### config.mk
export PLATFORM = sky130hd
export DESIGN_NAME = imu_gyro_bias_calibrate_correct
export DESIGN_NICKNAME = d
export VERILOG_FILES = /design/src/rtl/igbc_pkg.sv /design/src/rtl/igbc_lane.sv /design/src/rtl/imu_gyro_bias_calibrate_correct.sv
export SDC_FILE = /design/constraint.sdc
export NUM_CORES = 2
export LEC_CHECK = 0
export BUFFER_PORTS_ARGS = -buffer_cell sky130_fd_sc_hd__buf_2
export CAP_MARGIN = 20
export CORE_MARGIN = 4
export CORE_UTILIZATION = 45
export DETAILED_ROUTE_END_ITERATION = 16
export SLEW_MARGIN = 25
export SYNTH_ARGS = -nofsm -noshare
export SYNTH_HDL_FRONTEND = slang
export SYNTH_HIERARCHICAL = 1
export SYNTH_SLANG_ARGS = --single-unit
export TNS_END_PERCENT = 100
### constraint.sdc
create_clock -name clk -period 12.2 [get_ports clk]
set_input_delay 0.61 -clock clk [delete_from_list [all_inputs] [get_ports clk]]
set_output_delay 0.61 -clock clk [all_outputs]
set_load 0.05 [all_outputs]
### src/rtl/igbc_pkg.sv
// Shared types and constants for the gyro bias calibrate/correct block.
// Used by igbc_lane and the top level imu_gyro_bias_calibrate_correct.
// No dependencies.
`default_nettype none

package igbc_pkg;

  // Calibration run length in attempts
  localparam logic [7:0] CAL_ATTEMPTS = 8'd100;

  // Restoring divider: one quotient bit per cycle over the 24-bit sum
  localparam int SUM_W     = 24;
  localparam int DIV_STEPS = SUM_W;
  localparam int DIV_CNT_W = $clog2(DIV_STEPS);

  // Configuration register indexes
  localparam logic [1:0] REG_MIN_GOOD   = 2'd0;
  localparam logic [1:0] REG_GYRO_GAIN  = 2'd1;
  localparam logic [1:0] REG_ACCEL_GAIN = 2'd2;

  // Register reset values
  localparam logic [7:0]  MIN_GOOD_RST   = 8'd90;
  localparam logic [15:0] GYRO_GAIN_RST  = 16'd74;
  localparam logic [15:0] ACCEL_GAIN_RST = 16'd5780;

  // Per-cycle controls broadcast from the sequencer to the axis lanes
  typedef struct packed {
    logic cal_exec;  // a calibration attempt updates state this cycle
    logic start;     // first attempt of a run: clear sums and bias
    logic ok;        // sensor read of this word succeeded
    logic fail;      // run ends with too few good reads: zero bias
    logic meas;      // measurement word with good read: drive products
    logic div_load;  // load dividend for the bias division
    logic div_step;  // advance the divider by one quotient bit
    logic div_last;  // final divider step: write the bias
  } lane_ctl_t;

endpackage

`default_nettype wire

### src/rtl/igbc_lane.sv
// One axis lane: gyro sum, bias register, bit-serial bias divider and the
// corrected rate and acceleration products. Depends on igbc_pkg.
`default_nettype none

module igbc_lane
  import igbc_pkg::*;
(
  input  wire logic               clk,
  input  wire logic               rst_n,
  input  wire lane_ctl_t          ctl,
  input  wire logic signed [15:0] gyro,
  input  wire logic signed [7:0]  acc,
  input  wire logic [7:0]         divisor,
  input  wire logic [15:0]        gyro_gain,
  input  wire logic [15:0]        accel_gain,
  output logic signed [31:0]      rate,
  output logic signed [23:0]      lin_acc
);

  logic signed [SUM_W-1:0] sum_r;
  logic signed [SUM_W-1:0] sum_base;
  logic signed [SUM_W-1:0] sum_nxt;
  logic signed [15:0]      bias_r;
  logic [SUM_W-1:0]        quo_r;
  logic [SUM_W-1:0]        quo_nxt;
  logic [7:0]              rem_r;
  logic [7:0]              rem_nxt;
  logic                    neg_r;
  logic [8:0]              shifted;
  logic [9:0]              trial;
  logic                    qbit;
  logic [15:0]             bias_q;
  logic signed [15:0]      corr;
  logic signed [32:0]      rate_full;
  logic signed [24:0]      acc_full;

  // Wrapping sum of good reads, restarted on the first attempt of a run
  assign sum_base = ctl.start ? '0 : sum_r;
  assign sum_nxt  = ctl.ok ? sum_base + {{(SUM_W-16){gyro[15]}}, gyro} : sum_base;

  always_ff @(posedge clk) begin
    if (!rst_n) begin
      sum_r <= '0;
    end else if (ctl.cal_exec) begin
      sum_r <= sum_nxt;
    end
  end

  // Restoring division of |sum| by the good count, one bit per cycle
  assign shifted = {rem_r, quo_r[SUM_W-1]};
  assign trial   = {1'b0, shifted} - {2'b00, divisor};
  assign qbit    = ~trial[9];
  assign rem_nxt = qbit ? trial[7:0] : shifted[7:0];
  assign quo_nxt = {quo_r[SUM_W-2:0], qbit};

  always_ff @(posedge clk) begin
    if (ctl.div_load) begin
      neg_r <= sum_nxt[SUM_W-1];
      quo_r <= sum_nxt[SUM_W-1] ? SUM_W'(-sum_nxt) : sum_nxt;
      rem_r <= '0;
    end else if (ctl.div_step) begin
      quo_r <= quo_nxt;
      rem_r <= rem_nxt;
    end
  end

  // Restore sign (truncation toward zero) and keep the low 16 bits
  assign bias_q = neg_r ? (16'd0 - quo_nxt[15:0]) : quo_nxt[15:0];

  always_ff @(posedge clk) begin
    if (!rst_n) begin
      bias_r <= '0;
    end else if (ctl.cal_exec && (ctl.start || ctl.fail)) begin
      bias_r <= '0;
    end else if (ctl.div_last) begin
      bias_r <= bias_q;
    end
  end

  // Corrected rate and acceleration, exact products
  assign corr      = gyro - bias_r;
  assign rate_full = corr * $signed({1'b0, gyro_gain});
  assign acc_full  = acc * $signed({1'b0, accel_gain});
  assign rate      = ctl.meas ? rate_full[31:0] : '0;
  assign lin_acc   = ctl.meas ? acc_full[23:0] : '0;

endmodule

`default_nettype wire

### src/rtl/imu_gyro_bias_calibrate_correct.sv
// Top level of the gyro bias calibrate/correct block: stream ports, run
// sequencer, configuration registers, three axis lanes and the output merge.
// Depends on igbc_pkg and igbc_lane.
//
// An input word is taken into an input register and processed from there,
// and no new word is accepted while a measurement word or an ordinary
// calibration attempt is in process. The attempt that closes a successful
// run with a nonzero good count also runs the bias division, one quotient
// bit per cycle in all three lanes at once, and no word is accepted before
// the division ends. The result word is held in an output register, and the
// next input word is accepted while it waits; a word that finds the output
// register still full waits in the input register.
`default_nettype none

module imu_gyro_bias_calibrate_correct
  import igbc_pkg::*;
(
  input  wire logic         clk,
  input  wire logic         rst_n,
  // Configuration write channel
  input  wire logic         cfg_valid,
  output logic              cfg_ready,
  input  wire logic [1:0]   cfg_index,
  input  wire logic [15:0]  cfg_data,
  // Input stream
  input  wire logic         in_tvalid,
  output logic              in_tready,
  // tdata: gyro_x[15:0], gyro_y[31:16], gyro_z[47:32],
  //        acc_x[55:48], acc_y[63:56], acc_z[71:64]
  input  wire logic [71:0]  in_tdata,
  // tuser: mode[0], read_ok[1]
  input  wire logic [1:0]   in_tuser,
  // Result stream
  output logic              out_tvalid,
  input  wire logic         out_tready,
  // tdata: rate_x[31:0], rate_y[63:32], rate_z[95:64],
  //        lin_acc_x[119:96], lin_acc_y[143:120], lin_acc_z[167:144]
  output logic [167:0]      out_tdata,
  // tuser: measurement_valid[0], calibrated[1]
  output logic [1:0]        out_tuser,
  // tlast: calibration_done, marks the attempt that ends a run
  output logic              out_tlast
);

  localparam logic [1:0] ST_IDLE = 2'd0;
  localparam logic [1:0] ST_EXEC = 2'd1;
  localparam logic [1:0] ST_DIV  = 2'd2;

  logic [1:0]           state_r;
  logic [1:0]           state_nxt;
  logic [DIV_CNT_W-1:0] div_cnt_r;

  logic [7:0]  min_good_r;
  logic [15:0] gyro_gain_r;
  logic [15:0] accel_gain_r;

  logic               mode_r;
  logic               ok_r;
  logic signed [15:0] gyro_r [3];
  logic signed [7:0]  acc_r  [3];

  logic [7:0] attempt_r;
  logic [7:0] good_r;
  logic       is_cal_r;

  logic       in_go;
  logic       exec_go;
  logic       cal_go;
  logic       run_start;
  logic [7:0] good_base;
  logic [7:0] good_nxt;
  logic [7:0] attempt_inc;
  logic       run_end;
  logic       pass;
  logic       div_need;
  logic       div_last;
  logic       is_cal_nxt;
  lane_ctl_t  ctl;

  logic signed [31:0] rate    [3];
  logic signed [23:0] lin_acc [3];

  logic         out_valid_r;
  logic [167:0] out_data_r;
  logic [1:0]   out_user_r;
  logic         out_last_r;

  // Configuration registers, always ready
  assign cfg_ready = 1'b1;

  always_ff @(posedge clk) begin
    if (!rst_n) begin
      min_good_r   <= MIN_GOOD_RST;
      gyro_gain_r  <= GYRO_GAIN_RST;
      accel_gain_r <= ACCEL_GAIN_RST;
    end else if (cfg_valid) begin
      unique case (cfg_index)
        REG_MIN_GOOD:   min_good_r   <= cfg_data[7:0];
        REG_GYRO_GAIN:  gyro_gain_r  <= cfg_data;
        REG_ACCEL_GAIN: accel_gain_r <= cfg_data;
        default: ;
      endcase
    end
  end

  // Input register: hold the word while it is processed
  assign in_tready = (state_r == ST_IDLE);
  assign in_go     = in_tvalid && in_tready;

  always_ff @(posedge clk) begin
    if (in_go) begin
      mode_r    <= in_tuser[0];
      ok_r      <= in_tuser[1];
      gyro_r[0] <= in_tdata[15:0];
      gyro_r[1] <= in_tdata[31:16];
      gyro_r[2] <= in_tdata[47:32];
      acc_r[0]  <= in_tdata[55:48];
      acc_r[1]  <= in_tdata[63:56];
      acc_r[2]  <= in_tdata[71:64];
    end
  end

  // Run bookkeeping for a calibration attempt
  assign exec_go     = (state_r == ST_EXEC) && (!out_valid_r || out_tready);
  assign cal_go      = exec_go && mode_r;
  assign run_start   = (attempt_r == 8'd0);
  assign good_base   = run_start ? 8'd0 : good_r;
  assign good_nxt    = good_base + {7'd0, ok_r};
  assign attempt_inc = attempt_r + 8'd1;
  assign run_end     = (attempt_inc >= CAL_ATTEMPTS) || (attempt_inc == 8'd0);
  assign pass        = (good_nxt >= min_good_r);
  assign div_need    = run_end && pass && (good_nxt != 8'd0);
  assign div_last    = (state_r == ST_DIV) && (div_cnt_r == DIV_CNT_W'(DIV_STEPS - 1));
  assign is_cal_nxt  = (mode_r && run_end) ? pass : is_cal_r;

  always_ff @(posedge clk) begin
    if (!rst_n) begin
      attempt_r <= '0;
      good_r    <= '0;
      is_cal_r  <= 1'b0;
    end else if (cal_go) begin
      attempt_r <= run_end ? 8'd0 : attempt_inc;
      good_r    <= good_nxt;
      if (run_end) begin
        is_cal_r <= pass;
      end
    end
  end

  // Sequencer: idle, process the held word, divide
  always_comb begin
    state_nxt = state_r;
    unique case (state_r)
      ST_IDLE: if (in_go) state_nxt = ST_EXEC;
      ST_EXEC: if (exec_go) state_nxt = (mode_r && div_need) ? ST_DIV : ST_IDLE;
      ST_DIV:  if (div_last) state_nxt = ST_IDLE;
      default: state_nxt = ST_IDLE;
    endcase
  end

  always_ff @(posedge clk) begin
    if (!rst_n) begin
      state_r   <= ST_IDLE;
      div_cnt_r <= '0;
    end else begin
      state_r <= state_nxt;
      if (state_r == ST_DIV) begin
        div_cnt_r <= div_cnt_r + DIV_CNT_W'(1);
      end else begin
        div_cnt_r <= '0;
      end
    end
  end

  // Lane controls
  always_comb begin
    ctl.cal_exec = cal_go;
    ctl.start    = run_start;
    ctl.ok       = ok_r;
    ctl.fail     = run_end && !pass;
    ctl.meas     = !mode_r && ok_r;
    ctl.div_load = cal_go && div_need;
    ctl.div_step = (state_r == ST_DIV);
    ctl.div_last = div_last;
  end

  // Three axis lanes side by side
  for (genvar g = 0; g < 3; g++) begin : g_lane
    igbc_lane u_lane (
      .clk        (clk),
      .rst_n      (rst_n),
      .ctl        (ctl),
      .gyro       (gyro_r[g]),
      .acc        (acc_r[g]),
      .divisor    (good_r),
      .gyro_gain  (gyro_gain_r),
      .accel_gain (accel_gain_r),
      .rate       (rate[g]),
      .lin_acc    (lin_acc[g])
    );
  end

  // Merge lane results into the output word and hold it until taken
  always_ff @(posedge clk) begin
    if (!rst_n) begin
      out_valid_r <= 1'b0;
    end else if (exec_go) begin
      out_valid_r <= 1'b1;
    end else if (out_tready) begin
      out_valid_r <= 1'b0;
    end
  end

  always_ff @(posedge clk) begin
    if (exec_go) begin
      out_data_r <= {lin_acc[2], lin_acc[1], lin_acc[0], rate[2], rate[1], rate[0]};
      out_user_r <= {is_cal_nxt, !mode_r && ok_r};
      out_last_r <= mode_r && run_end;
    end
  end

  assign out_tvalid = out_valid_r;
  assign out_tdata  = out_data_r;
  assign out_tuser  = out_user_r;
  assign out_tlast  = out_last_r;

endmodule

`default_nettype wire
# After elaboration in Yosys (flattened, before gate mapping)

Memories as Yosys holds them, arrays and structs flattened.
Cells that the tools add are included.

Word-level logic and storage cells: 134
Input bits: 97
Memories kept: 2
Register bits: 457
RAM bits: 72

Bitwise logic cells: 4
$lt $le $gt $ge: 2
$mul: 6
Equality and inequality tests: 8
Add/sub/neg operators: 18
Multiplexer cells: 33
Reduce and logical (&&, ||, !) cells: 32

Memories:

| memory | depth | width | rd ports | clocked after memory_dff | write ports | RTL line                              | text |
|---|---|---|---|---|---|---|---|
| gyro_r | 3     | 16    | 3        | 0                        | 3           | imu_gyro_bias_calibrate_correct.sv:59 | `logic signed [15:0] gyro_r [3];` |
| acc_r  | 3     | 8     | 3        | 0                        | 3           | imu_gyro_bias_calibrate_correct.sv:60 | `logic signed [7:0] acc_r [3];` |

Operators by type and width:

| kind                                                                                 | number |
|---|---|
| 24-bit 2-to-1 mux                                                                    | 15 |
| 16-bit by 17-bit multiplier with 32-bit output                                       | 3 |
| 24-bit adder                                                                         | 3 |
| 8-bit by 17-bit multiplier with 24-bit output                                        | 3 |
| 24-bit negation                                                                      | 3 |
| 16-bit 2-to-1 mux                                                                    | 3 |
| 1-bit by 16-bit subtractor with 16-bit output (first input constant)                 | 3 |
| 16-bit subtractor                                                                    | 3 |
| 8-bit 2-to-1 mux                                                                     | 5 |
| 9-bit by 8-bit subtractor with 10-bit output                                         | 3 |
| 8-bit zero test                                                                      | 2 |
| 1-bit logical AND                                                                    | 12 |
| 2-bit AND reduction                                                                  | 5 |
| 8-bit by 1-bit adder with 8-bit output                                               | 1 |
| 8-bit by 1-bit adder with 8-bit output (second input constant)                       | 1 |
| 8-bit by 7-bit greater-or-equal comparator with 1-bit output (second input constant) | 1 |
| 8-bit greater-or-equal comparator                                                    | 1 |
| 2-bit 2-to-1 mux                                                                     | 4 |
| 8-bit nonzero test                                                                   | 1 |
| 2-bit case mux with 3 select lines                                                   | 1 |
| 5-bit by 1-bit adder with 5-bit output (second input constant)                       | 1 |
| 5-bit == test (second input constant)                                                | 1 |
| 1-bit 2-to-1 mux                                                                     | 5 |
| 2-bit by 1-bit == test with 1-bit output (second input constant)                     | 2 |
| other kinds (10)                                                                     | 21 |

# Longest topological paths before layout

Depth after elaboration: 10
Gate-level depth with buffers: 38
Mapped depth without buffers: 37

# Cells and area by module

The synthesis kept the hierarchy.

By module, submodules not included:

| module                          | times used | cells each | area each (sq um) | sequential area each (sq um) |
|---|---|---|---|---|
| igbc_lane (g_lane[2].u_lane)    | 1          | 2,355      | 19,663.9          | 1,711.6 |
| igbc_lane (g_lane[1].u_lane)    | 1          | 2,286      | 19,384.8          | 1,711.6 |
| igbc_lane (g_lane[0].u_lane)    | 1          | 2,253      | 19,085.8          | 1,711.6 |
| imu_gyro_bias_calibrate_correct | 1          | 638        | 10,453.8          | 8,658.3 |

# Worst setup path after synthesis

Ideal clock, no wire load.

Kind: register -> register
Start point: register out_valid_r (netlist: out_tvalid)
End point: register g_lane[0].u_lane.quo_r[0] (enable)
Path slack: 1.482 ns
Data required time: 11.842 ns
Buffers on the path: 3
Stages on the path, launching flop included: 10
Library setup time: 0.358 ns
Data arrival time: 10.360 ns
Path through: dfxtp_1 nor2b_1 nor2_1 nand2_1 clkbuf_1 inv_1 o2111a_1 clkbuf_1 clkbuf_1 or2_2

RTL lines:

| element                | RTL line                               | text |
|---|---|---|
| start, declared        | imu_gyro_bias_calibrate_correct.sv:83  | `logic out_valid_r;` |
| start signal, assigned | imu_gyro_bias_calibrate_correct.sv:206 | `out_valid_r <= 1'b0;` |
| start signal, assigned | imu_gyro_bias_calibrate_correct.sv:208 | `out_valid_r <= 1'b1;` |
| start signal, assigned | imu_gyro_bias_calibrate_correct.sv:210 | `out_valid_r <= 1'b0;` |
| end signal, assigned   | igbc_lane.sv:59                        | `quo_r <= sum_nxt[SUM_W-1] ? SUM_W'(-sum_nxt) : sum_nxt;` |
| end signal, assigned   | igbc_lane.sv:62                        | `quo_r <= quo_nxt;` |
| end, declared          | igbc_lane.sv:24                        | `logic [SUM_W-1:0] quo_r;` |

==> results.py <==
metrics = {
    "timing": {
        "report.final.setup_viol": 0,
        "report.final.hold_viol_count": 0,
        "tightestPinTransition_ns": 1.076,
        "finalClockSkew_ns": 0.04414,
        "post_route_clock_period_utilization_pct": 76.70,
        "post-route-min-period_ns": 9.357,
        "clock.fmax_mhz": 106.9,
        "rsz0062_at_grt": "false",
        "max_slew_margin_pct": 27.89,
        "timing.final.max_slew_violations": 0,
        "setup_tns_ns": 0,
    },
    "clock_network": {
        "clock_sinks": 529,
        "holdBufCountCts": 0,
        "cts_buffer_depth": 3,
        "worst_skew_pair_latency_ns": 0.69,
        "cts_tree": "yes",
        "ctsRootBufferMaster": "clkbuf_16",
        "cts_post_setup_buffers_inserted": 0,
        "cts_buffers": 70,
        "cts-resized-gates": 0,
        "clkTransAtPathRegs_ns": 0.06,
        "ctsHtreeMaxLevel": 3,
    },
    "setup_path": {
        "timing.setup.critical_path_class": "reg -> reg",
        "crit-reg2reg-capture": "out_tdata[95]$_DFFE_PP_",
        "timing.rr.start": "gyro_r[0][32]$_DFFE_PP_",
        "r2r.worst_path.cells": 35,
        "worst_setup_path_startpoint": "gyro_r[0][32]$_DFFE_PP_",
        "critical-path-max-stage-delay_ns": 0.55,
        "critical_path.most_common_cell": "fa_1",
        "cp-end-kind": "register",
        "critical_path_peak_fanout": 16,
        "startpoint_type": "register",
        "cp_data_required_time_ns": 12.63,
        "arrival_ns": 9.79,
        "setup.reg_to_reg.worst_slack_ns": 2.84,
        "crit_path_slowest_cell": "fa_1",
    },
    "detailed_routing": {
        "detailedRoute.firstPassIterationCount": 5,
        "route.met2.wl_um": 84860,
        "count_of_antenna_violating_nets_left_after_detailed_routing": 0,
        "dr.max_layer_used": "met5",
        "wl_per_instance_um": 18.88,
        "drt_iter0_drc": 3001,
        "met1Wirelength_um": 86040,
        "drt-vias-per-instance": 5.322,
        "postRouteWirelength_um": 184800,
        "met3_wirelength_um": 9909,
        "detailroute.via_count": 52100,
        "post-route-drc-count": 0,
    },
    "grt": {
        "vias_in_the_first_global_route": 53040,
        "grt_overflow": 0,
        "grt_pass1_wl_um": 296300,
        "antenna_found_initial": 14,
        "grt_max_degree": 113,
        "grtUsageTotal_pct": 23.46,
    },
    "synth": {
        "netlist_area_mm2": 0.06859,
        "synth_top_area_cell": "fa_1",
        "synth.top_cell.area_share_pct": 24.69,
        "synthTopCellsByArea": "fa_1 25%, edfxtp_1 14%, ha_1 12%, inv_1 6.8%, dfxtp_1 6.1%",
        "synthDistinctLibCells": 109,
        "post_synth_inst_count": 7532,
        "ys_warn_count": 6,
        "syn_area_per_cell_um2": 9.106,
        "mapped_nets": 9154,
        "postSynthRegisterBits": 529,
        "synthFlopType": "edfxtp_1",
        "synth-async-reset-ratio_pct": 0,
        "proportion_of_synthesized_chip_area_in_sequential_cells_pct": 20.11,
        "synth-edff-count": 320,
    },
    "floorplan": {
        "die_height_um": 398.4,
        "floorplan_die_area_mm2": 0.1587,
        "row_count": 143,
        "ioPinCount": 271,
        "coreArea_mm2": 0.1517,
        "floorplan.initialDensity_pct": 45.21,
        "die_x_um": 398.4,
    },
    "flow_run": {
        "maxCapViolations": 0,
    },
    "hold_path": {
        "min-delay-path-class": "in -> reg",
        "timing.hold.worst_path_depth": 1,
        "worstHoldStart": "in_tuser[1]",
        "timing.hold.worst_endpoint": "ok_r$_DFFE_PP_",
    },
    "layout": {
        "final_core_utilization_pct": 49.27,
        "commonest_non_fill_non_tap_cell_in_the_layout": "inv_1",
        "drive_gt1_share_pct": 8.643,
        "finish.net_count": 9319,
        "layout.cells.most_common_list": "1242 x inv_1, 866 x nand2_1, 846 x fa_1",
        "area_growth_pct": 8.986,
    },
    "place": {
        "gp_routability_congestion": 0.8754,
        "place_hpwl_um": 138300,
        "portBuffers": 269,
    },
    "pwr": {
        "power.density_cell_area_mw_per_mm2": 146.9,
        "power.share.clock_pct": 20.0,
        "p_int_mw": 6.038,
        "power_leakage_nw": 34.50,
        "seqPwrFrac_pct": 19.7,
        "power.share.combinational_pct": 60.3,
        "p_switching_mw": 4.944,
        "p_sw_share_pct": 45.02,
        "vdd_ir_drop_max_v": 0.0001571,
    },
    "outcome": {
        "status": "complete, no violations",
    },
}
## how the worst max path moves through the flow
| stage | end | slack [ns] | depth (start not counted) |
|---|---|---|---|
| floorplan | g_lane[0].u_lane/quo_r[0]$_DFFE_PP_ | 1.48 | 9 |
| global placement | out_tdata[95]$_DFFE_PP_ | 3.01 | 35 |
| detailed placement | out_tdata[95]$_DFFE_PP_ | 2.92 | 35 |
| CTS | out_tdata[95]$_DFFE_PP_ | 2.84 | 35 |
| global route | out_tdata[31]$_DFFE_PP_ | 2.15 | 35 |
| finish | out_tdata[95]$_DFFE_PP_ | 2.84 | 35 |
## sequential cells by signal (all words and copies together), names as in the netlist, 3 cells and up
signal / count
out_tdata: 168
g_lane.u_lane/quo_r: 72
g_lane.u_lane/sum_r: 72
g_lane.u_lane/bias_r: 48
gyro_r: 48
acc_r: 24
g_lane.u_lane/rem_r: 24
accel_gain_r: 16
gyro_gain_r: 16
attempt_r: 8
good_r: 8
min_good_r: 8
div_cnt_r: 5
g_lane.u_lane/neg_r: 3
## per-stage QoR
step | total power, mW | instances | setup WS [ns] | hold slack, ns | instance area [um^2]
global route | 12.07 | 9788 | 2.149 | 0.06487 | 74750
global placement | 8.755 | 9655 | 3.009 | 0.4291 | 72280
finish | 10.98 | 9790 | 2.843 | 0.1040 | 74750
CTS | 11.14 | 9782 | 2.838 | 0.03151 | 74690
floorplan | 7.153 | 7532 | 1.482 | 0.4179 | 68590
detailed placement | 8.826 | 9655 | 2.915 | 0.4379 | 72290
## critical path, delay by kind of cell (launching register included)
family	cells	cell delay (ns)
buffers and inverters	6	0.58
adder cells (fa/ha/maj)	9	3.90
flip-flops	1	0.40
AO/OA/AOI/OAI	13	3.01
XOR/XNOR	2	0.27
AND/OR/NAND/NOR	5	0.96
## cells in the mapped netlist (111+ instances only)
cell      number
dfxtp_1      209
fa_1         846
o21ai_0      183
and2_1       634
nor2_1       315
inv_1       1243
ha_1         679
nor2b_1      167
a21oi_1      275
clkbuf_1     233
nand2_1      866
edfxtp_1     320
nand2b_1     111
xnor2_1      173
xor2_1       130
## logic make-up after synthesis
group / synth area share [%]
simple gates: 18.67
mux: 1.680
xor+xnor: 3.893
buf+inv: 8.401
other cells: 0.005467
flops: 20.11
compound gates: 10.17
fa+ha+maj: 37.08
## per-layer routing
layer,global-route usage (%),up-vias
met1,33.01,25830
met4,5.865,6
met2,38.13,1268
met3,3.378,226
met5,0,-
li1,-,24770
## final cells by class
type                       count  area (um^2)
clock buffer                  82         1881
inverter                    1249         4691
tap                         2030         2540
fill                       14390        76970
multi-input combinational   5492        49300
sequential                   529        13800
clock inverter                45        516.7
antenna                        8        20.02
timing repair buffer         355         2004
## power groups by stage
stage | Sequential [mW] | Combinational, mW | Clock [mW]
2_1_floorplan | 2.41 | 4.75 | 0
3_3_place_gp | 2.21 | 6.55 | 0
3_5_place_dp | 2.21 | 6.62 | 0
4_1_cts | 2.17 | 6.69 | 2.28
5_1_grt | 2.18 | 7.55 | 2.34
6_report | 2.17 | 6.62 | 2.20
(Power assumes the default switching activity.)
